File: config.mk
export PLATFORM = sky130hd
export DESIGN_NAME = utc_date_time_normalizer_top_flat
export DESIGN_NICKNAME = d
export VERILOG_FILES = /design/src/rtl/utc_pkg.sv /design/src/rtl/utc_if.sv /design/src/rtl/utc_divider.sv /design/src/rtl/utc_datapath.sv /design/src/rtl/utc_controller.sv /design/src/rtl/utc_date_time_normalizer_top.sv /design/src/flat_wrapper.sv
export SDC_FILE = /design/constraint.sdc
export NUM_CORES = 1
export LEC_CHECK = 0
export ABC_AREA = 1
export BUFFER_PORTS_ARGS = -buffer_cell sky130_fd_sc_hd__buf_4
export CAP_MARGIN = 20
export CORE_MARGIN = 2
export CORE_UTILIZATION = 34
export DETAILED_ROUTE_END_ITERATION = 6
export GPL_TIMING_DRIVEN = 0
export SLEW_MARGIN = 20
export SYNTH_ARGS = -nofsm -noshare
export SYNTH_HDL_FRONTEND = slang
export SYNTH_SLANG_ARGS = --single-unit
File: constraint.sdc
create_clock -name clock -period 7.6 [get_ports clock]
set_input_delay 0.38 -clock clock [delete_from_list [all_inputs] [get_ports clock]]
set_output_delay 0.38 -clock clock [all_outputs]
set_load 0.03 [all_outputs]
File: src/rtl/utc_pkg.sv
// ----------------------------------------------------------------------------
// utc_pkg
// Shared types and constants for the UTC date-time normalizer.
// ----------------------------------------------------------------------------
package utc_pkg;

   localparam int unsigned DIV_W  = 17;
   localparam int unsigned DIVR_W = 9;
   localparam int unsigned MAG_W  = 18;
   localparam int unsigned SHF_W  = 5;
   localparam int unsigned PROD_W = DIV_W + MAG_W;

   // divider operand select
   localparam logic [2:0] DIV_SEC  = 3'd0;
   localparam logic [2:0] DIV_MIN  = 3'd1;
   localparam logic [2:0] DIV_HOUR = 3'd2;
   localparam logic [2:0] DIV_MON  = 3'd3;
   localparam logic [2:0] DIV_YEAR = 3'd4;

   localparam logic [DIVR_W-1:0] DVS_MINUTE = 9'd60;
   localparam logic [DIVR_W-1:0] DVS_DAY    = 9'd24;
   localparam logic [DIVR_W-1:0] DVS_YEAR   = 9'd12;
   localparam logic [DIVR_W-1:0] DVS_CYCLE  = 9'd400;

   // reciprocals: quotient = (dividend * MAG) >> SHF, exact for any 17-bit dividend
   localparam logic [MAG_W-1:0] MAG_MINUTE = 18'd139811;
   localparam logic [SHF_W-1:0] SHF_MINUTE = 5'd23;
   localparam logic [MAG_W-1:0] MAG_DAY    = 18'd174763;
   localparam logic [SHF_W-1:0] SHF_DAY    = 5'd22;
   localparam logic [MAG_W-1:0] MAG_YEAR   = 18'd174763;
   localparam logic [SHF_W-1:0] SHF_YEAR   = 5'd21;
   localparam logic [MAG_W-1:0] MAG_CYCLE  = 18'd167773;
   localparam logic [SHF_W-1:0] SHF_CYCLE  = 5'd26;

   // offsets that make the dividend non-negative, and the matching quotient bias
   localparam logic signed [17:0] OFS_60    = 18'sd61440;
   localparam logic signed [17:0] BIAS_60   = 18'sd1024;
   localparam logic signed [17:0] OFS_24    = 18'sd49152;
   localparam logic signed [17:0] BIAS_24   = 18'sd2048;
   localparam logic signed [17:0] OFS_12    = 18'sd6144;
   localparam logic signed [17:0] BIAS_12   = 18'sd512;
   localparam logic signed [17:0] OFS_CYCLE = 18'sd27500;  // 1900 + 64 * 400

   localparam logic [8:0] YMOD_LAST = 9'd399;
   localparam logic [8:0] YMOD_C1   = 9'd100;
   localparam logic [8:0] YMOD_C2   = 9'd200;
   localparam logic [8:0] YMOD_C3   = 9'd300;

   localparam logic [3:0] MON_JAN = 4'd0;
   localparam logic [3:0] MON_FEB = 4'd1;
   localparam logic [3:0] MON_JUN = 4'd5;
   localparam logic [3:0] MON_JUL = 4'd6;
   localparam logic [3:0] MON_DEC = 4'd11;

   typedef struct packed {
      logic       load;
      logic       div_start;
      logic       commit;
      logic [2:0] div_sel;
      logic       step;
      logic       out_load;
   } dp_cmd_type;

   typedef struct packed {
      logic div_done;
      logic norm_done;
      logic out_free;
   } dp_status_type;

   function automatic logic [4:0] month_len(input logic [3:0] m, input logic leap);
      logic [4:0] len;
      case (m)
         4'd1:    len = leap ? 5'd29 : 5'd28;
         4'd3:    len = 5'd30;
         4'd5:    len = 5'd30;
         4'd8:    len = 5'd30;
         4'd10:   len = 5'd30;
         default: len = 5'd31;
      endcase
      return len;
   endfunction

endpackage

File: src/rtl/utc_if.sv
// ----------------------------------------------------------------------------
// utc_if
// Valid/ready channels for date-time request and response words.
// ----------------------------------------------------------------------------
interface utc_req_if;
   logic               valid;
   logic               ready;
   logic signed [15:0] sec_in;
   logic signed [15:0] min_in;
   logic signed [15:0] hour_in;
   logic signed [15:0] mday_in;
   logic signed [12:0] mon_in;
   logic signed [14:0] year_in;
   logic               leap_second_valid;

   modport source (output valid, sec_in, min_in, hour_in, mday_in, mon_in, year_in,
                   leap_second_valid, input ready);
   modport sink (input valid, sec_in, min_in, hour_in, mday_in, mon_in, year_in,
                 leap_second_valid, output ready);
endinterface

interface utc_rsp_if;
   logic               valid;
   logic               ready;
   logic [5:0]         sec_out;
   logic [5:0]         min_out;
   logic [4:0]         hour_out;
   logic [4:0]         mday_out;
   logic [3:0]         mon_out;
   logic signed [15:0] year_out;

   modport source (output valid, sec_out, min_out, hour_out, mday_out, mon_out, year_out,
                   input ready);
   modport sink (input valid, sec_out, min_out, hour_out, mday_out, mon_out, year_out,
                 output ready);
endinterface

File: src/rtl/utc_divider.sv
// ----------------------------------------------------------------------------
// utc_divider
// Floor quotient and remainder by a small constant divisor through reciprocal
// multiplication: operand capture, product, quotient, remainder.
// ----------------------------------------------------------------------------
module utc_divider import utc_pkg::*; (
   input  logic              clock,
   input  logic              reset,
   input  logic              start,
   input  logic [DIV_W-1:0]  dividend,
   input  logic [DIVR_W-1:0] divisor,
   input  logic [MAG_W-1:0]  magic,
   input  logic [SHF_W-1:0]  shift,
   output logic              done,
   output logic [DIV_W-1:0]  quot,
   output logic [DIVR_W-1:0] rem
);

   logic [3:0]        stage_ff, stage_in;
   logic [DIV_W-1:0]  num_ff, num_in;
   logic [DIVR_W-1:0] dvs_ff, dvs_in;
   logic [MAG_W-1:0]  mag_ff, mag_in;
   logic [SHF_W-1:0]  shf_ff, shf_in;
   logic [PROD_W-1:0] prod_ff, prod_in;
   logic [DIV_W-1:0]  quot_ff, quot_in;
   logic [DIVR_W-1:0] rem_ff, rem_in;
   logic [DIV_W-1:0]  back;

   assign back = quot_ff * DIV_W'(dvs_ff);

   always_comb begin
      stage_in = {stage_ff[2:0], start};
      num_in   = num_ff;
      dvs_in   = dvs_ff;
      mag_in   = mag_ff;
      shf_in   = shf_ff;
      if (start) begin
         num_in = dividend;
         dvs_in = divisor;
         mag_in = magic;
         shf_in = shift;
      end
      prod_in = PROD_W'(num_ff) * PROD_W'(mag_ff);
      quot_in = DIV_W'(prod_ff >> shf_ff);
      rem_in  = DIVR_W'(num_ff - back);
   end

   always_ff @(posedge clock) begin
      if (reset) begin
         stage_ff <= '0;
      end else begin
         stage_ff <= stage_in;
      end
      num_ff  <= num_in;
      dvs_ff  <= dvs_in;
      mag_ff  <= mag_in;
      shf_ff  <= shf_in;
      prod_ff <= prod_in;
      quot_ff <= quot_in;
      rem_ff  <= rem_in;
   end

   assign done = stage_ff[3];
   assign quot = quot_ff;
   assign rem  = rem_ff;

endmodule

File: src/rtl/utc_datapath.sv
// ----------------------------------------------------------------------------
// utc_datapath
// Field registers, floor carries through the divider, month stepping,
// leap-second fold-back and the response register.
// ----------------------------------------------------------------------------
module utc_datapath import utc_pkg::*; (
   input  logic               clock,
   input  logic               reset,
   input  dp_cmd_type         cmd,
   output dp_status_type      status,
   input  logic signed [15:0] sec_in,
   input  logic signed [15:0] min_in,
   input  logic signed [15:0] hour_in,
   input  logic signed [15:0] mday_in,
   input  logic signed [12:0] mon_in,
   input  logic signed [14:0] year_in,
   input  logic               leap_second_valid,
   input  logic               rsp_ready,
   output logic               rsp_valid,
   output logic [5:0]         sec_out,
   output logic [5:0]         min_out,
   output logic [4:0]         hour_out,
   output logic [4:0]         mday_out,
   output logic [3:0]         mon_out,
   output logic signed [15:0] year_out
);

   logic signed [15:0] sec_acc_ff, sec_acc_in;
   logic signed [16:0] min_acc_ff, min_acc_in;
   logic signed [16:0] hour_acc_ff, hour_acc_in;
   logic signed [16:0] day_acc_ff, day_acc_in;
   logic signed [12:0] mon_acc_ff, mon_acc_in;
   logic signed [15:0] yr_acc_ff, yr_acc_in;
   logic [8:0]         ymod_ff, ymod_in;
   logic               sec60_ff, sec60_in;
   logic               lsv_ff, lsv_in;

   logic               rsp_valid_ff, rsp_valid_in;
   logic [5:0]         sec_o_ff, sec_o_in;
   logic [5:0]         min_o_ff, min_o_in;
   logic [4:0]         hour_o_ff, hour_o_in;
   logic [4:0]         day_o_ff, day_o_in;
   logic [3:0]         mon_o_ff, mon_o_in;
   logic signed [15:0] yr_o_ff, yr_o_in;

   logic [DIV_W-1:0]   dividend;
   logic [DIVR_W-1:0]  divisor;
   logic [MAG_W-1:0]   magic;
   logic [SHF_W-1:0]   shift;
   logic               div_done;
   logic [DIV_W-1:0]   div_quot;
   logic [DIVR_W-1:0]  div_rem;
   logic signed [17:0] qs;

   logic [3:0]         mon_cur;
   logic [3:0]         mon_prev;
   logic               leap;
   logic [4:0]         cur_len;
   logic [4:0]         prev_len;
   logic               day_low;
   logic               day_high;
   logic               ls_hit;
   logic               out_free;

   utc_divider u_div (
      .clock    (clock),
      .reset    (reset),
      .start    (cmd.div_start),
      .dividend (dividend),
      .divisor  (divisor),
      .magic    (magic),
      .shift    (shift),
      .done     (div_done),
      .quot     (div_quot),
      .rem      (div_rem)
   );

   always_comb begin
      dividend = '0;
      divisor  = DVS_MINUTE;
      magic    = MAG_MINUTE;
      shift    = SHF_MINUTE;
      unique case (cmd.div_sel)
         DIV_SEC: begin
            dividend = DIV_W'(18'(sec_acc_ff) + OFS_60);
            divisor  = DVS_MINUTE;
            magic    = MAG_MINUTE;
            shift    = SHF_MINUTE;
         end
         DIV_MIN: begin
            dividend = DIV_W'(18'(min_acc_ff) + OFS_60);
            divisor  = DVS_MINUTE;
            magic    = MAG_MINUTE;
            shift    = SHF_MINUTE;
         end
         DIV_HOUR: begin
            dividend = DIV_W'(18'(hour_acc_ff) + OFS_24);
            divisor  = DVS_DAY;
            magic    = MAG_DAY;
            shift    = SHF_DAY;
         end
         DIV_MON: begin
            dividend = DIV_W'(18'(mon_acc_ff) + OFS_12);
            divisor  = DVS_YEAR;
            magic    = MAG_YEAR;
            shift    = SHF_YEAR;
         end
         DIV_YEAR: begin
            dividend = DIV_W'(18'(yr_acc_ff) + OFS_CYCLE);
            divisor  = DVS_CYCLE;
            magic    = MAG_CYCLE;
            shift    = SHF_CYCLE;
         end
         default: begin
            dividend = '0;
            divisor  = DVS_MINUTE;
            magic    = MAG_MINUTE;
            shift    = SHF_MINUTE;
         end
      endcase
   end

   assign qs = $signed({1'b0, div_quot});

   assign mon_cur  = mon_acc_ff[3:0];
   assign mon_prev = (mon_cur == MON_JAN) ? MON_DEC : mon_cur - 4'd1;
   assign leap     = (ymod_ff == '0) ||
                     (ymod_ff[1:0] == 2'b00 && ymod_ff != YMOD_C1 &&
                      ymod_ff != YMOD_C2 && ymod_ff != YMOD_C3);
   assign cur_len  = month_len(mon_cur, leap);
   assign prev_len = month_len(mon_prev, leap);
   assign day_low  = day_acc_ff < 17'sd1;
   assign day_high = day_acc_ff > $signed({12'd0, cur_len});

   assign ls_hit = sec60_ff && lsv_ff && sec_acc_ff == 16'sd0 && min_acc_ff == 17'sd0 &&
                   hour_acc_ff == 17'sd0 && day_acc_ff == 17'sd1 &&
                   (mon_cur == MON_JAN || mon_cur == MON_JUL);

   assign out_free = !rsp_valid_ff || rsp_ready;

   always_comb begin
      sec_acc_in  = sec_acc_ff;
      min_acc_in  = min_acc_ff;
      hour_acc_in = hour_acc_ff;
      day_acc_in  = day_acc_ff;
      mon_acc_in  = mon_acc_ff;
      yr_acc_in   = yr_acc_ff;
      ymod_in     = ymod_ff;
      sec60_in    = sec60_ff;
      lsv_in      = lsv_ff;

      if (cmd.load) begin
         sec_acc_in  = sec_in;
         min_acc_in  = 17'(min_in);
         hour_acc_in = 17'(hour_in);
         day_acc_in  = 17'(mday_in);
         mon_acc_in  = mon_in;
         yr_acc_in   = 16'(year_in);
         sec60_in    = sec_in == 16'sd60;
         lsv_in      = leap_second_valid;
      end else if (cmd.commit) begin
         unique case (cmd.div_sel)
            DIV_SEC: begin
               sec_acc_in = 16'(div_rem);
               min_acc_in = 17'(18'(min_acc_ff) + qs - BIAS_60);
            end
            DIV_MIN: begin
               min_acc_in  = 17'(div_rem);
               hour_acc_in = 17'(18'(hour_acc_ff) + qs - BIAS_60);
            end
            DIV_HOUR: begin
               hour_acc_in = 17'(div_rem);
               day_acc_in  = 17'(18'(day_acc_ff) + qs - BIAS_24);
            end
            DIV_MON: begin
               mon_acc_in = 13'(div_rem);
               yr_acc_in  = 16'(18'(yr_acc_ff) + qs - BIAS_12);
            end
            DIV_YEAR: begin
               ymod_in = div_rem;
            end
            default: begin
               ymod_in = ymod_ff;
            end
         endcase
      end else if (cmd.step) begin
         if (day_low) begin
            day_acc_in = day_acc_ff + $signed({12'd0, prev_len});
            mon_acc_in = 13'(mon_prev);
            if (mon_cur == MON_JAN) begin
               yr_acc_in = yr_acc_ff - 16'sd1;
               ymod_in   = (ymod_ff == '0) ? YMOD_LAST : ymod_ff - 9'd1;
            end
         end else if (day_high) begin
            day_acc_in = day_acc_ff - $signed({12'd0, cur_len});
            if (mon_cur == MON_DEC) begin
               mon_acc_in = 13'(MON_JAN);
               yr_acc_in  = yr_acc_ff + 16'sd1;
               ymod_in    = (ymod_ff == YMOD_LAST) ? 9'd0 : ymod_ff + 9'd1;
            end else begin
               mon_acc_in = 13'(mon_cur + 4'd1);
            end
         end
      end
   end

   always_comb begin
      rsp_valid_in = rsp_valid_ff;
      sec_o_in     = sec_o_ff;
      min_o_in     = min_o_ff;
      hour_o_in    = hour_o_ff;
      day_o_in     = day_o_ff;
      mon_o_in     = mon_o_ff;
      yr_o_in      = yr_o_ff;
      if (rsp_valid_ff && rsp_ready) begin
         rsp_valid_in = 1'b0;
      end
      if (cmd.out_load) begin
         rsp_valid_in = 1'b1;
         if (ls_hit) begin
            sec_o_in  = 6'd60;
            min_o_in  = 6'd59;
            hour_o_in = 5'd23;
            if (mon_cur == MON_JAN) begin
               day_o_in = 5'd31;
               mon_o_in = MON_DEC;
               yr_o_in  = yr_acc_ff - 16'sd1;
            end else begin
               day_o_in = 5'd30;
               mon_o_in = MON_JUN;
               yr_o_in  = yr_acc_ff;
            end
         end else begin
            sec_o_in  = sec_acc_ff[5:0];
            min_o_in  = min_acc_ff[5:0];
            hour_o_in = hour_acc_ff[4:0];
            day_o_in  = day_acc_ff[4:0];
            mon_o_in  = mon_cur;
            yr_o_in   = yr_acc_ff;
         end
      end
   end

   always_ff @(posedge clock) begin
      if (reset) begin
         rsp_valid_ff <= 1'b0;
      end else begin
         rsp_valid_ff <= rsp_valid_in;
      end
      sec_acc_ff  <= sec_acc_in;
      min_acc_ff  <= min_acc_in;
      hour_acc_ff <= hour_acc_in;
      day_acc_ff  <= day_acc_in;
      mon_acc_ff  <= mon_acc_in;
      yr_acc_ff   <= yr_acc_in;
      ymod_ff     <= ymod_in;
      sec60_ff    <= sec60_in;
      lsv_ff      <= lsv_in;
      sec_o_ff    <= sec_o_in;
      min_o_ff    <= min_o_in;
      hour_o_ff   <= hour_o_in;
      day_o_ff    <= day_o_in;
      mon_o_ff    <= mon_o_in;
      yr_o_ff     <= yr_o_in;
   end

   assign status.div_done  = div_done;
   assign status.norm_done = !day_low && !day_high;
   assign status.out_free  = out_free;

   assign rsp_valid = rsp_valid_ff;
   assign sec_out   = sec_o_ff;
   assign min_out   = min_o_ff;
   assign hour_out  = hour_o_ff;
   assign mday_out  = day_o_ff;
   assign mon_out   = mon_o_ff;
   assign year_out  = yr_o_ff;

endmodule

File: src/rtl/utc_controller.sv
// ----------------------------------------------------------------------------
// utc_controller
// Sequences the five floor divisions, the month stepping loop and the
// hand-off into the response register.
// ----------------------------------------------------------------------------
module utc_controller import utc_pkg::*; (
   input  logic          clock,
   input  logic          reset,
   input  logic          req_valid,
   output logic          req_ready,
   input  dp_status_type status,
   output dp_cmd_type    cmd
);

   localparam logic [2:0] ST_IDLE      = 3'd0;
   localparam logic [2:0] ST_DIV_START = 3'd1;
   localparam logic [2:0] ST_DIV_WAIT  = 3'd2;
   localparam logic [2:0] ST_LOOP      = 3'd3;
   localparam logic [2:0] ST_OUT       = 3'd4;

   logic [2:0] state_ff, state_in;
   logic [2:0] sel_ff, sel_in;
   logic [2:0] sel_next;

   always_comb begin
      case (sel_ff)
         DIV_SEC:  sel_next = DIV_MIN;
         DIV_MIN:  sel_next = DIV_HOUR;
         DIV_HOUR: sel_next = DIV_MON;
         DIV_MON:  sel_next = DIV_YEAR;
         default:  sel_next = DIV_SEC;
      endcase
   end

   always_comb begin
      state_in      = state_ff;
      sel_in        = sel_ff;
      cmd           = '0;
      cmd.div_sel   = sel_ff;
      req_ready     = 1'b0;
      case (state_ff)
         ST_IDLE: begin
            req_ready = 1'b1;
            if (req_valid) begin
               cmd.load = 1'b1;
               sel_in   = DIV_SEC;
               state_in = ST_DIV_START;
            end
         end
         ST_DIV_START: begin
            cmd.div_start = 1'b1;
            state_in      = ST_DIV_WAIT;
         end
         ST_DIV_WAIT: begin
            if (status.div_done) begin
               cmd.commit = 1'b1;
               if (sel_ff == DIV_YEAR) begin
                  state_in = ST_LOOP;
               end else begin
                  sel_in   = sel_next;
                  state_in = ST_DIV_START;
               end
            end
         end
         ST_LOOP: begin
            if (status.norm_done) begin
               state_in = ST_OUT;
            end else begin
               cmd.step = 1'b1;
            end
         end
         ST_OUT: begin
            if (status.out_free) begin
               cmd.out_load = 1'b1;
               state_in     = ST_IDLE;
            end
         end
         default: begin
            state_in = ST_IDLE;
         end
      endcase
   end

   always_ff @(posedge clock) begin
      if (reset) begin
         state_ff <= ST_IDLE;
         sel_ff   <= DIV_SEC;
      end else begin
         state_ff <= state_in;
         sel_ff   <= sel_in;
      end
   end

endmodule

File: src/rtl/utc_date_time_normalizer_top.sv
// ----------------------------------------------------------------------------
// utc_date_time_normalizer_top
// Normalizes one broken-down UTC date-time per request word.
//
//   channel  dir  words                      handshake
//   req_ch   in   raw date-time + leap flag  valid/ready
//   rsp_ch   out  normalized date-time       valid/ready
//
// One word in flight: accept, five floor divisions through one shared
// reciprocal-multiply divider, a loop that steps one month at a time until
// the day fits its month (up to roughly 1130 month steps), then the hand-off.
// A response waiting on rsp_ch does not block the next request; the hand-off
// of a finished word waits until the response register is free.
// Synchronous reset clears the sequencer, divider control and response valid.
// ----------------------------------------------------------------------------
module utc_date_time_normalizer_top import utc_pkg::*; (
   input logic       clock,
   input logic       reset,
   utc_req_if.sink   req_ch,
   utc_rsp_if.source rsp_ch
);

   dp_cmd_type    cmd;
   dp_status_type status;
   logic          req_ready;
   logic          rsp_valid;

   utc_controller u_ctrl (
      .clock     (clock),
      .reset     (reset),
      .req_valid (req_ch.valid),
      .req_ready (req_ready),
      .status    (status),
      .cmd       (cmd)
   );

   utc_datapath u_dp (
      .clock             (clock),
      .reset             (reset),
      .cmd               (cmd),
      .status            (status),
      .sec_in            (req_ch.sec_in),
      .min_in            (req_ch.min_in),
      .hour_in           (req_ch.hour_in),
      .mday_in           (req_ch.mday_in),
      .mon_in            (req_ch.mon_in),
      .year_in           (req_ch.year_in),
      .leap_second_valid (req_ch.leap_second_valid),
      .rsp_ready         (rsp_ch.ready),
      .rsp_valid         (rsp_valid),
      .sec_out           (rsp_ch.sec_out),
      .min_out           (rsp_ch.min_out),
      .hour_out          (rsp_ch.hour_out),
      .mday_out          (rsp_ch.mday_out),
      .mon_out           (rsp_ch.mon_out),
      .year_out          (rsp_ch.year_out)
   );

   assign req_ch.ready = req_ready;
   assign rsp_ch.valid = rsp_valid;

endmodule

File: src/flat_wrapper.sv
// flat-port wrapper written by rule: the top's interface ports become plain ports
module utc_date_time_normalizer_top_flat import utc_pkg::*;
  (clock, reset, req_ch_valid, req_ch_sec_in, req_ch_min_in, req_ch_hour_in, req_ch_mday_in, req_ch_mon_in, req_ch_year_in, req_ch_leap_second_valid, req_ch_ready, rsp_ch_valid, rsp_ch_sec_out, rsp_ch_min_out, rsp_ch_hour_out, rsp_ch_mday_out, rsp_ch_mon_out, rsp_ch_year_out, rsp_ch_ready);
  utc_req_if req_ch_i ();
  utc_rsp_if rsp_ch_i ();
  input logic clock;
  input logic reset;
  input wire logic [$bits(req_ch_i.valid)-1:0] req_ch_valid;
  input wire logic [$bits(req_ch_i.sec_in)-1:0] req_ch_sec_in;
  input wire logic [$bits(req_ch_i.min_in)-1:0] req_ch_min_in;
  input wire logic [$bits(req_ch_i.hour_in)-1:0] req_ch_hour_in;
  input wire logic [$bits(req_ch_i.mday_in)-1:0] req_ch_mday_in;
  input wire logic [$bits(req_ch_i.mon_in)-1:0] req_ch_mon_in;
  input wire logic [$bits(req_ch_i.year_in)-1:0] req_ch_year_in;
  input wire logic [$bits(req_ch_i.leap_second_valid)-1:0] req_ch_leap_second_valid;
  output wire logic [$bits(req_ch_i.ready)-1:0] req_ch_ready;
  output wire logic [$bits(rsp_ch_i.valid)-1:0] rsp_ch_valid;
  output wire logic [$bits(rsp_ch_i.sec_out)-1:0] rsp_ch_sec_out;
  output wire logic [$bits(rsp_ch_i.min_out)-1:0] rsp_ch_min_out;
  output wire logic [$bits(rsp_ch_i.hour_out)-1:0] rsp_ch_hour_out;
  output wire logic [$bits(rsp_ch_i.mday_out)-1:0] rsp_ch_mday_out;
  output wire logic [$bits(rsp_ch_i.mon_out)-1:0] rsp_ch_mon_out;
  output wire logic [$bits(rsp_ch_i.year_out)-1:0] rsp_ch_year_out;
  input wire logic [$bits(rsp_ch_i.ready)-1:0] rsp_ch_ready;
  assign req_ch_i.valid = req_ch_valid;
  assign req_ch_i.sec_in = req_ch_sec_in;
  assign req_ch_i.min_in = req_ch_min_in;
  assign req_ch_i.hour_in = req_ch_hour_in;
  assign req_ch_i.mday_in = req_ch_mday_in;
  assign req_ch_i.mon_in = req_ch_mon_in;
  assign req_ch_i.year_in = req_ch_year_in;
  assign req_ch_i.leap_second_valid = req_ch_leap_second_valid;
  assign req_ch_ready = req_ch_i.ready;
  assign rsp_ch_valid = rsp_ch_i.valid;
  assign rsp_ch_sec_out = rsp_ch_i.sec_out;
  assign rsp_ch_min_out = rsp_ch_i.min_out;
  assign rsp_ch_hour_out = rsp_ch_i.hour_out;
  assign rsp_ch_mday_out = rsp_ch_i.mday_out;
  assign rsp_ch_mon_out = rsp_ch_i.mon_out;
  assign rsp_ch_year_out = rsp_ch_i.year_out;
  assign rsp_ch_i.ready = rsp_ch_ready;
  utc_date_time_normalizer_top u_core (.clock(clock), .reset(reset), .req_ch(req_ch_i), .rsp_ch(rsp_ch_i));
endmodule
-- After elaboration in Yosys (flattened, before gate mapping)
Index checks and enable logic that the tools add are counted.
- flip-flop bits (word level): 270
- input port bits: 97
- output and inout port bits: 44
- logic and storage cells: 213
- add/sub/neg operators: 22
- $mul: 2
- $lt $le $gt $ge: 2
- eq/ne operators: 35
- shift operators: 1
- muxes and demuxes: 75
- bitwise gates (word level): 1
- reductions and logical operators: 49
- operators by type and width (cell ; number):
    16-bit two-way mux ; 12
    17-bit two-way mux ; 10
    17-bit one-hot mux with 5 select lines ; 1
    9-bit two-way mux ; 9
    13-bit two-way mux ; 6
    17-bit one-hot mux with 2 select lines ; 2
    17-bit adder ; 3
    17-bit by 18-bit multiplier with 35-bit output ; 1
    35-bit by 5-bit right shift with 17-bit output ; 1
    17-bit adder, second input constant ; 2
    17-bit logical NOT ; 2
    17-bit by 12-bit subtractor with 17-bit output, second input constant ; 2
    16-bit one-hot mux with 2 select lines ; 1
    9-bit one-hot mux with 3 select lines ; 1
    3-bit two-way mux ; 7
    4-bit == test, second input constant ; 5
    16-bit by 16-bit adder with 17-bit output, second input constant ; 1
    16-bit by 17-bit adder with 17-bit output, second input constant ; 1
    17-bit by 6-bit adder with 17-bit output ; 1
    17-bit by 2-bit == test with 1-bit output, second input constant ; 1
    17-bit by 6-bit > comparator with 1-bit output ; 1
    17-bit by 2-bit < comparator with 1-bit output, second input constant ; 1
    17-bit by 9-bit multiplier with 9-bit output ; 1
    17-bit by 13-bit subtractor with 17-bit output, second input constant ; 1
    other kinds (53) ; 114

-- Logic depth before layout (Yosys ltp)
Gate-level depths: netlist (run 1).
- depth after elaboration: 15
- depth in mapped cells: 27
- gate-level depth less buffers: 26

-- By module
A second synthesis (run 1) with hierarchy kept.
- cell total of the unflattened synthesis: 4265
- area, all modules: 31641.6 µm²
- modules (own cells, without submodules) (module ; times used ; cells an instance ; area an instance (µm²) ; seq. area each (µm²)):
    utc_divider ; 1 ; 2158 ; 16806.1 ; 2772.7
    utc_datapath ; 1 ; 2035 ; 14390.1 ; 4494.3
    utc_controller ; 1 ; 72 ; 445.4 ; 120.1

-- Worst setup path after synthesis (run 1)
Ideal clock, no wire load.
- kind: flip-flop to flip-flop
- start point: register u_core.u_dp.u_div.mag_ff[10]
- end point: register u_core.u_dp.u_div.prod_ff[30]
- library setup time: 0.112 ns
- arrival time: 5.344 ns
- data required time: 7.488 ns
- path slack: 2.144 ns
- cell stages (with the launch flop): 24
- buffers on the path: 2
- period minus slack after synthesis: 5.456 ns
- path through: edfxtp_1 clkbuf_1 clkbuf_1 nand2_1 inv_1 fa_1 fa_1 inv_1 fa_1 inv_1 fa_1 fa_1 inv_1 fa_1 inv_1 ha_1 nand2_1 inv_1 a21oi_1 nand2_1 a211oi_1 nand2_1 nand2_1 nand2_1
- word-level cells in the longest chain between the ends: 1
- ends and longest elaborated chain (what ; RTL line ; text):
    from (decl) ; utc_divider.sv:22 ; logic [MAG_W-1:0] mag_ff, mag_in;
    from (signal assigned) ; utc_divider.sv:56 ; mag_ff <= mag_in;
    17-bit by 18-bit multiplier with 35-bit output ; utc_divider.sv:43 ; prod_in = PROD_W'(num_ff) * PROD_W'(mag_ff);
    net u_core.u_dp.u_div.prod_in[30] ; utc_divider.sv:24 ; logic [PROD_W-1:0] prod_ff, prod_in;
    to (signal assigned) ; utc_divider.sv:58 ; prod_ff <= prod_in;
    to (decl) ; utc_divider.sv:24 ;
The timed path passes the listed nets, and every way through them passes these cells.
A chain may end at the register's enable or synchronous reset.

-- Worst setup path in the final report (run 1)
- start point: register u_core.u_dp.u_div.mag_ff[11]
- end point: register u_core.u_dp.u_div.prod_ff[29]
The elaborated chain is that of the path after synthesis.

==> flow_summary.json, run 1 <==
{
  "synth_cell_type_count": 58,
  "rsz0062_at_grt": "no",
  "critical_path_buf_inv_count": 8,
  "synth-edff-count": 175,
  "fin_crit_sh_pct": 86.8,
  "area_delta_synth_final_pct": 12.9,
  "overflow": 0,
  "finalSetupViolCount": 0,
  "dp_hpwl_mm": 75.2,
  "fmax_mhz": 152,
  "end_kind": "flip-flop",
  "grt_pass1_vias": 23000,
  "insertedDiodeCount": 0,
  "worstSetupPathType": "flip-flop to flip-flop",
  "layout_min_cycle_time_ns": 6.60,
  "drv_slew": 0,
  "rows": 102,
  "start_util_pct": 34.2,
  "clkSlewWorstSetupHoldPaths_ns": 0.06,
  "cts_sinks": 231,
  "fin_skew_ns": 0.0182,
  "cp_max_fo": 10,
  "drt-initial-drc-count": 2128,
  "fin_area_um2": 29700,
  "synthCells": 3426,
  "routed_wl_mm": 91.2,
  "synth-seq-cells": 231,
  "die_x_um": 282,
  "synthesis.area_um2": 26400,
  "critical-path-top-delay-family": "adder cells",
  "cts_buffers": 26,
  "cts_buffer_depth": 3,
  "num_vias": 23800,
  "syn-num-nets": 4021,
  "core-area_um2": 77100,
  "fin_ws_ns": 1.00,
  "placement.cell_area_um2": 28900,
  "cts_setup_buffers": 0,
  "yosysMostFrequentCell": "nand2_1",
  "antenna_found_initial": 0,
  "tritoncts": "yes",
  "antenna_left": 0,
  "drc": 0,
  "timing.critical_path.required_ns": 8.05,
  "hold_viol_final": 0,
  "cp.arrival_ns": 7.05,
  "worst_slew_pin_slew_ns": 1.05,
  "track_usage_pct": 22.9,
  "path_cells": "clkbuf_1 -> clkbuf_1 -> nand2_1 -> inv_1 -> fa_1 -> fa_1 -> inv_1 -> fa_1 -> inv_1 -> fa_1 -> fa_1 -> inv_1 -> fa_1 -> inv_1 -> ha_1 -> inv_1 -> o21ai_0 -> a31oi_1 -> o21ai_0 -> a21oi_1 -> nand2_1 -> nand2_1 -> nand2_1",
  "min-delay-start": "req_ch_mday_in[12]",
  "gp_congestion": 0.966,
  "yosysTopAreaCellShare_pct": 19.9,
  "cts_hold_buf": 1,
  "finalSetupTns_ns": 0,
  "dp_slack_ns": 1.04,
  "grt_first_pass_wirelength_mm": 138,
  "clock_latency_ns": 0.58,
  "status": "complete, no violations",
  "r2r-start": "u_core.u_dp.u_div.mag_ff[11]",
  "io_pins": 141,
  "layout.nets": 4199,
  "hp-class": "primary input to flip-flop",
  "startpoint": "u_core.u_dp.u_div.mag_ff[11]",
  "synth_common_cells": "nand2_1 (899), inv_1 (599), ha_1 (298), nor2_1 (243), fa_1 (200)",
  "ys.flop_type": "edfxtp_1",
  "fp.dieArea_um2": 79700,
  "yosys.area.top_type": "edfxtp_1",
  "slowest_delay_ns": 0.58,
  "die_h_um": 282,
  "h-tree-depth": 1,
  "portBuffers": 140,
  "grt_max_degree": 21,
  "max-cap-violations": 0,
  "crit_path_top_delay_cell": "clkbuf_1",
  "root_buffer": "clkbuf_16",
  "ys_seq_area_share_pct": 24.2,
  "netlist_top_cells_area": "edfxtp_1 (20%), fa_1 (15%), ha_1 (14%), nand2_1 (13%), inv_1 (8.5%)",
  "wl_per_cell_um": 19.6,
  "synth.avg_cell_area_um2": 7.69,
  "cp-start-kind": "flip-flop",
  "fillerInstances": 8147,
  "async_flop_share_pct": 0,
  "drt_pre_antenna_iters": 6,
  "vias_per_cell": 5.10,
  "yosysWarningCount": 0,
  "final_layout_size_suffix_gt1_share_pct": 8.17,
  "slew_headroom_pct": 29.8,
  "ctsResizeCount": 0
}
==> flip-flops by register name (all words and copies together) (netlist names), 9 cells and up <==
signal,flops
u_core.u_dp.u_div.quot,17
u_core.u_dp.year_out,16
u_core.u_dp.u_div.num_ff,17
u_core.u_dp.min_acc_ff,17
u_core.u_dp.sec_acc_ff,16
u_core.u_dp.yr_acc_ff,16
u_core.u_dp.day_acc_ff,17
u_core.u_dp.ymod_ff,9
u_core.u_dp.mon_acc_ff,13
u_core.u_dp.u_div.prod_ff,19
u_core.u_dp.hour_acc_ff,17
u_core.u_dp.u_div.rem,9
==> cell families after synthesis <==
family                   after synthesis  share of synthesized area [%]
multiplexers                           3                          0.114
AND/OR/NAND/NOR                     1418                           22.3
buffers and inverters                708                           10.5
XOR/XNOR                             102                           3.39
AO/OA/AOI/OAI                        466                           10.1
adder cells (fa/ha/maj)              498                           29.3
flip-flops                           231                           24.2
==> path summary, 6_finish.rpt <==
kind / end / depth (start not counted) / slack, ns
worst max register to register: u_core.u_dp.u_div.prod_ff[29] / 23 / 1.00
worst min register to register: u_core.u_dp.u_div.stage_ff[1] / 2 / 0.40
worst max-delay path: u_core.u_dp.u_div.prod_ff[29] / 23 / 1.00
worst min-delay path: u_core.u_dp.day_acc_ff[12] / 3 / 0.07
==> layout make-up <==
cell class              count  area (µm²)  area share (%)
well taps                1040        1300            4.38
clock buffers              39         751            2.52
multi-input cells        2487       17200            58.0
repair buffers            150        1180            3.97
flip-flops and latches    231        6380            21.4
plain buffers              92         463            1.56
clock inverters             9         118           0.395
inverters                 616        2310            7.78
==> layout by cell type (no fill, tap or decap), drive strengths merged, types with 17 or more instances in the layout <==
master | Yosys | routed
nand2 | 905 | 905
inv | 613 | 615
ha | 298 | 298
nor2 | 251 | 251
fa | 200 | 200
buf | 50 | 199
o21ai | 177 | 177
edfxtp | 175 | 175
nand3 | 160 | 160
a21oi | 156 | 156
xor2 | 89 | 89
clkbuf | 42 | 81
dfxtp | 56 | 56
nand4 | 30 | 30
nor3 | 27 | 27
o22ai | 26 | 26
a31oi | 21 | 21
o211ai | 19 | 19
nor4 | 17 | 17
==> per-stage QoR <==
| stage | hold slack [ns] | utilization [%] | cells |
|---|---|---|---|
| 2_1_floorplan | 0.388 | - | 3426 |
| 3_3_place_gp | 0.395 | 37.2 | 4606 |
| 3_5_place_dp | 0.398 | 37.4 | 4615 |
| 4_1_cts | 0.0652 | 38.6 | 4664 |
| 5_1_grt | 0.0866 | 38.6 | 4664 |
| 6_report | 0.0726 | 38.6 | 4664 |
==> worst register-to-register path, stage by stage, from the launching register on <==
cell	delay (ns)
edfxtp_1	0.32
clkbuf_1	0.51
clkbuf_1	0.59
nand2_1	0.24
inv_1	0.21
fa_1	0.46
fa_1	0.51
inv_1	0.05
fa_1	0.40
inv_1	0.08
fa_1	0.46
fa_1	0.55
inv_1	0.05
fa_1	0.53
inv_1	0.04
ha_1	0.37
inv_1	0.12
o21ai_0	0.09
a31oi_1	0.31
o21ai_0	0.18
a21oi_1	0.21
nand2_1	0.08
nand2_1	0.06
nand2_1	0.07
==> layer usage <==
metal | GRT usage, % | vias to the layer above | wire length [µm]
met5 | 0 | - | 0
met4 | 9.50 | 0 | 4340
met1 | 31.3 | 11300 | 39400
met3 | 1.88 | 175 | 6120
li1 | - | 11400 | -
met2 | 37.3 | 977 | 41400
Power of run 1 is left out: the tool's default activity adds up to more than one toggle a clock period on the data nets, which glitch-free logic cannot reach.
==> inputs of run 2 (changes only) <==
==> constraint.sdc (replaced) <==
create_clock -name clock -period 6.8 [get_ports clock]
set_input_delay 0.34 -clock clock [delete_from_list [all_inputs] [get_ports clock]]
set_output_delay 0.34 -clock clock [all_outputs]
set_load 0.03 [all_outputs]
==> run 2 against run 1 <==
- worst setup slack got worse by 0.58 ns
- maximum frequency grew 3.5%
- die area unchanged
- clock skew decreased by 0.00093 ns
- global-route usage did not move
- sequential share of layout area about the same
- critical path depth did not move
- sequential cell count unchanged
- first-iteration DRC count grew 3.0%
- wire length about the same
- count of clock-buffer cells in the layout unchanged
- via count is essentially flat
==> flow_summary.json, run 2 (same netlist as run 1, synthesis figures left out) <==
{
  "fin_skew_ns": 0.0172,
  "io_pins": 141,
  "slew_headroom_pct": 27.6,
  "drt-initial-drc-count": 2192,
  "portBuffers": 140,
  "num_vias": 23800,
  "dp.cells": 4615,
  "drc": 0,
  "cp.arrival_ns": 6.82,
  "fp.dieArea_um2": 79700,
  "hold_viol_final": 0,
  "final_cell_mix": "nand2_1 (899), inv_1 (599), ha_1 (298), nor2_1 (241), fa_1 (200)",
  "drt_pre_antenna_iters": 6,
  "hp-class": "primary input to flip-flop",
  "worst_slew_pin_slew_ns": 1.09,
  "fillerInstances": 8150,
  "finalSetupTns_ns": 0,
  "root_buffer": "clkbuf_16",
  "routed_wl_mm": 91.3,
  "path_cells": "clkbuf_1 -> clkbuf_2 -> nand2_1 -> inv_1 -> fa_1 -> fa_1 -> inv_1 -> fa_1 -> inv_1 -> fa_1 -> fa_1 -> inv_1 -> fa_1 -> inv_1 -> ha_1 -> inv_1 -> o21ai_0 -> a31oi_1 -> o21ai_0 -> a21oi_1 -> nand2_1 -> nand2_1 -> nand2_1",
  "finalSetupViolCount": 0,
  "fin_crit_sh_pct": 93.8,
  "max-cap-violations": 0,
  "layout.nets": 4198,
  "critical_path_buf_inv_count": 8,
  "largest_reg_flops": 19,
  "dp_hpwl_mm": 75.2,
  "track_usage_pct": 22.9,
  "grt_first_pass_wirelength_mm": 138,
  "gp_congestion": 0.966,
  "tritoncts": "yes",
  "largest-register": "u_core.u_dp.u_div.prod_ff",
  "fmax_mhz": 157,
  "worstSetupPathType": "flip-flop to flip-flop",
  "rsz0062_at_grt": "no",
  "cp-start-kind": "flip-flop",
  "overflow": 0,
  "clkSlewWorstSetupHoldPaths_ns": 0.06,
  "core-area_um2": 77100,
  "rows": 102,
  "cts_setup_buffers": 0,
  "timing.critical_path.required_ns": 7.24,
  "fin_area_um2": 29700,
  "wl_per_cell_um": 19.6,
  "cts_sinks": 231,
  "crit_path_top_delay_cell": "fa_1",
  "placement.cell_area_um2": 28900,
  "cts_buffer_depth": 3,
  "regToRegSetupSlack_ns": 0.42,
  "drv_slew": 0,
  "h-tree-depth": 1,
  "vias_per_cell": 5.10,
  "slowest_delay_ns": 0.55,
  "antenna_left": 0,
  "critical-path-top-delay-family": "adder cells",
  "die_x_um": 282,
  "final_common_cell": "nand2_1",
  "cts_buffers": 26,
  "start_util_pct": 34.2,
  "die_h_um": 282,
  "layout_min_cycle_time_ns": 6.38,
  "clock_latency_ns": 0.58,
  "cp_max_fo": 10,
  "insertedDiodeCount": 0,
  "end_kind": "flip-flop",
  "final_layout_size_suffix_gt1_share_pct": 8.23,
  "grt_max_degree": 21,
  "fin_cells": 4663,
  "status": "complete, no violations",
  "grt_pass1_vias": 23000,
  "antenna_found_initial": 0,
  "area_delta_synth_final_pct": 12.8
}
## run 2: cell count changes in the layout (fill, tap and decap cells not counted)
cell | previous run | this run
clkbuf_1 | 51 | 48
clkbuf_2 | 0 | 2
## run 2: layout make-up
class	instances	area (µm²)	area share [%]
multi-input combinational	2487	17200	58.0
inverter	616	2310	7.78
timing repair buffer	150	1180	3.97
sequential	231	6380	21.4
clock buffer	39	751	2.52
buffer	91	462	1.55
clock inverter	9	118	0.395
tap	1040	1300	4.38
## run 2: layer usage
layer / vias up / global-route usage, % / wire length (µm)
li1: 11400 / - / -
met1: 11200 / 31.3 / 39300
met2: 973 / 37.3 / 41500
met3: 189 / 1.88 / 6250
met4: 0 / 9.50 / 4320
met5: - / 0 / 0
## run 2: through the flow
stage / hold WS (ns) / setup WS (ns) / utilization (%)
after global routing: 0.0466 / 0.0169 / 38.6
after detailed placement: 0.398 / 0.238 / 37.4
after CTS: 0.0252 / 0.213 / 38.6
after floorplan: 0.388 / 1.34 / -
after global placement: 0.395 / 0.226 / 37.2
final: 0.0357 / 0.421 / 38.6
## run 2: repair_timing
action | 4_1_cts | 5_1_grt
gates resized for setup | 0 | 4
endpoints found under the hold margin | 1 | 0
endpoints found under the setup margin | 0 | 8
hold buffers | 1 | 0
## run 2: tightest hold or removal path, cell delays in order
cell	delay, ns
buf_4	0.08
nand2_1	0.04
nand2_1	0.05
## run 2: worst paths after layout
kind,start,end,cells after the start
max,u_core.u_dp.u_div.mag_ff[11],u_core.u_dp.u_div.prod_ff[29],23
min,req_ch_mday_in[12],u_core.u_dp.day_acc_ff[12],3
max reg2reg,u_core.u_dp.u_div.mag_ff[11],u_core.u_dp.u_div.prod_ff[29],23
min reg2reg,u_core.u_dp.u_div.stage_ff[0],u_core.u_dp.u_div.stage_ff[1],2
Power of run 2 is left out for the same reason.
==> inputs of run 3 (changes only) <==
--- a/config.mk
+++ b/config.mk
@@ -8,7 +8,6 @@
 export ABC_AREA = 1
 export BUFFER_PORTS_ARGS = -buffer_cell sky130_fd_sc_hd__buf_4
 export CAP_MARGIN = 20
-export CORE_MARGIN = 2
 export CORE_UTILIZATION = 34
 export DETAILED_ROUTE_END_ITERATION = 6
 export GPL_TIMING_DRIVEN = 0
==> run 3 against run 2 <==
- count of clock-buffer cells in the layout fell by 4
- die area is 1.4% lower
- wire length hardly changed
- register-to-register slack better by 0.08 ns
- sequential cell count did not move
- non-clock buffer count shrank 3
- design area fell by 0.19%
- worst setup slack better by 0.081 ns
- global-route usage increased by 0.17 points
- final cell count is 0.28% lower
- critical path depth down 2
==> flow_summary.json, run 3 (same netlist as run 1, synthesis figures left out) <==
{
  "cp_max_fo": 10,
  "largest-register": "u_core.u_dp.u_div.prod_ff",
  "worst_slew_pin_slew_ns": 1.03,
  "fillerInstances": 8050,
  "rsz0062_at_grt": "no",
  "start_util_pct": 34.5,
  "num_vias": 23600,
  "grt_max_degree": 23,
  "wl_per_cell_um": 19.6,
  "insertedDiodeCount": 0,
  "gp_congestion": 0.970,
  "max-cap-violations": 0,
  "io_pins": 141,
  "cts_buffer_depth": 3,
  "clock_latency_ns": 0.58,
  "h-tree-depth": 1,
  "overflow": 0,
  "cp.arrival_ns": 6.75,
  "fmax_mhz": 159,
  "layout.nets": 4196,
  "fin_skew_ns": 0.0278,
  "grt_pass1_vias": 23000,
  "core-area_um2": 76300,
  "tritoncts": "yes",
  "vias_per_cell": 5.08,
  "root_buffer": "clkbuf_16",
  "rows": 101,
  "area_delta_synth_final_pct": 12.6,
  "clkSlewWorstSetupHoldPaths_ns": 0.07,
  "die_x_um": 280,
  "antenna_left": 0,
  "fin_crit_sh_pct": 92.6,
  "drt-initial-drc-count": 2070,
  "slew_headroom_pct": 31.4,
  "antenna_found_initial": 0,
  "cp-start-kind": "flip-flop",
  "finalSetupViolCount": 0,
  "final_common_cell": "nand2_1",
  "hp-class": "primary input to flip-flop",
  "grt_first_pass_wirelength_mm": 138,
  "finalSetupTns_ns": 0,
  "track_usage_pct": 23.1,
  "timing.critical_path.required_ns": 7.25,
  "drc": 0,
  "portBuffers": 140,
  "end_kind": "flip-flop",
  "fp.dieArea_um2": 78600,
  "drv_slew": 0,
  "cts_buffers": 27,
  "drt_pre_antenna_iters": 5,
  "hold_viol_final": 0,
  "status": "complete, no violations",
  "layout_min_cycle_time_ns": 6.30,
  "largest_reg_flops": 19,
  "cts_sinks": 231,
  "routed_wl_mm": 91.2,
  "dp_hpwl_mm": 75.6,
  "final_layout_size_suffix_gt1_share_pct": 8.18,
  "worstSetupPathType": "flip-flop to flip-flop",
  "final_cell_mix": "nand2_1 (899), inv_1 (599), ha_1 (298), nor2_1 (241), fa_1 (200)",
  "die_h_um": 280
}
[run 3: cell types whose count changed in the layout (fill, tap and decap cells not counted), sizes merged]
cell / before / now
buf: 199 / 197
inv: 615 / 614
clkbuf: 80 / 75
bufinv: 2 / 3
clkinv: 8 / 12
[run 3: final timing paths]
check / slack (ns) / endpoint / cells past startpoint / from
setup / recovery: 0.50 / u_core.u_dp.u_div.prod_ff[22] / 21 / u_core.u_dp.u_div.mag_ff[10]
hold / removal: 0.04 / u_core.u_dp.min_acc_ff[2] / 3 / req_ch_min_in[2]
setup reg to reg: 0.50 / u_core.u_dp.u_div.prod_ff[22] / 21 / u_core.u_dp.u_div.mag_ff[10]
hold reg to reg: 0.41 / u_core.u_dp.u_div.stage_ff[3] / 2 / u_core.u_dp.u_div.stage_ff[2]
[run 3: worst max-delay path, cell delays in order, from the launching register on]
cell and delay (ns):
edfxtp_1 0.31, clkbuf_1 0.38, clkbuf_2 0.32, nand2_1 0.12, inv_1 0.24, fa_1 0.49
fa_1 0.53, fa_1 0.63, fa_1 0.46, fa_1 0.50, inv_1 0.05, fa_1 0.47
inv_1 0.05, ha_1 0.36, a21oi_1 0.25, o21ai_0 0.20, a21oi_1 0.35, nand2_1 0.18
nand2_1 0.12, nand2_1 0.05, nand2_1 0.06, nand2_1 0.07
[run 3: cell type report]
type / instances / area [µm²] / share of cell area, %
Buffer: 90 / 459 / 1.55
Clock buffer: 35 / 706 / 2.38
Clock inverter: 13 / 144 / 0.485
Inverter: 616 / 2310 / 7.80
Multi-Input combinational cell: 2487 / 17200 / 58.1
Sequential cell: 231 / 6380 / 21.5
Tap cell: 1030 / 1290 / 4.34
Timing Repair Buffer: 148 / 1160 / 3.90
[run 3: layer usage]
metal / track usage [%] / part of all wire (%) / up-vias
met5: 0 / 0 / -
met4: 7.57 / 3.5 / 0
met3: 2.96 / 7.0 / 157
met2: 38.1 / 46 / 871
met1: 31.0 / 43 / 11200
li1: - / - / 11400
[run 3: what timing repair did]
action,in CTS,in global routing
resized for setup,0,6
endpoints found under the hold margin,1,0
setup endpoints to repair,0,10
hold buffers,1,0
buffers inserted,0,0
[run 3: per-stage QoR]
| stage | setup WS [ns] | hold WS [ns] | utilization [%] | cells | area, µm² |
|---|---|---|---|---|---|
| finish | 0.502 | 0.0445 | 38.9 | 4650 | 29700 |
| detailed placement | 0.244 | 0.395 | 37.8 | 4603 | 28800 |
| floorplan | 1.34 | 0.388 | - | 3426 | 26400 |
| global route | 0.112 | 0.0429 | 38.9 | 4650 | 29700 |
| CTS | 0.210 | 0.0332 | 38.9 | 4652 | 29700 |
| global placement | 0.270 | 0.391 | 37.6 | 4596 | 28700 |
Power of run 3 is left out for the same reason.
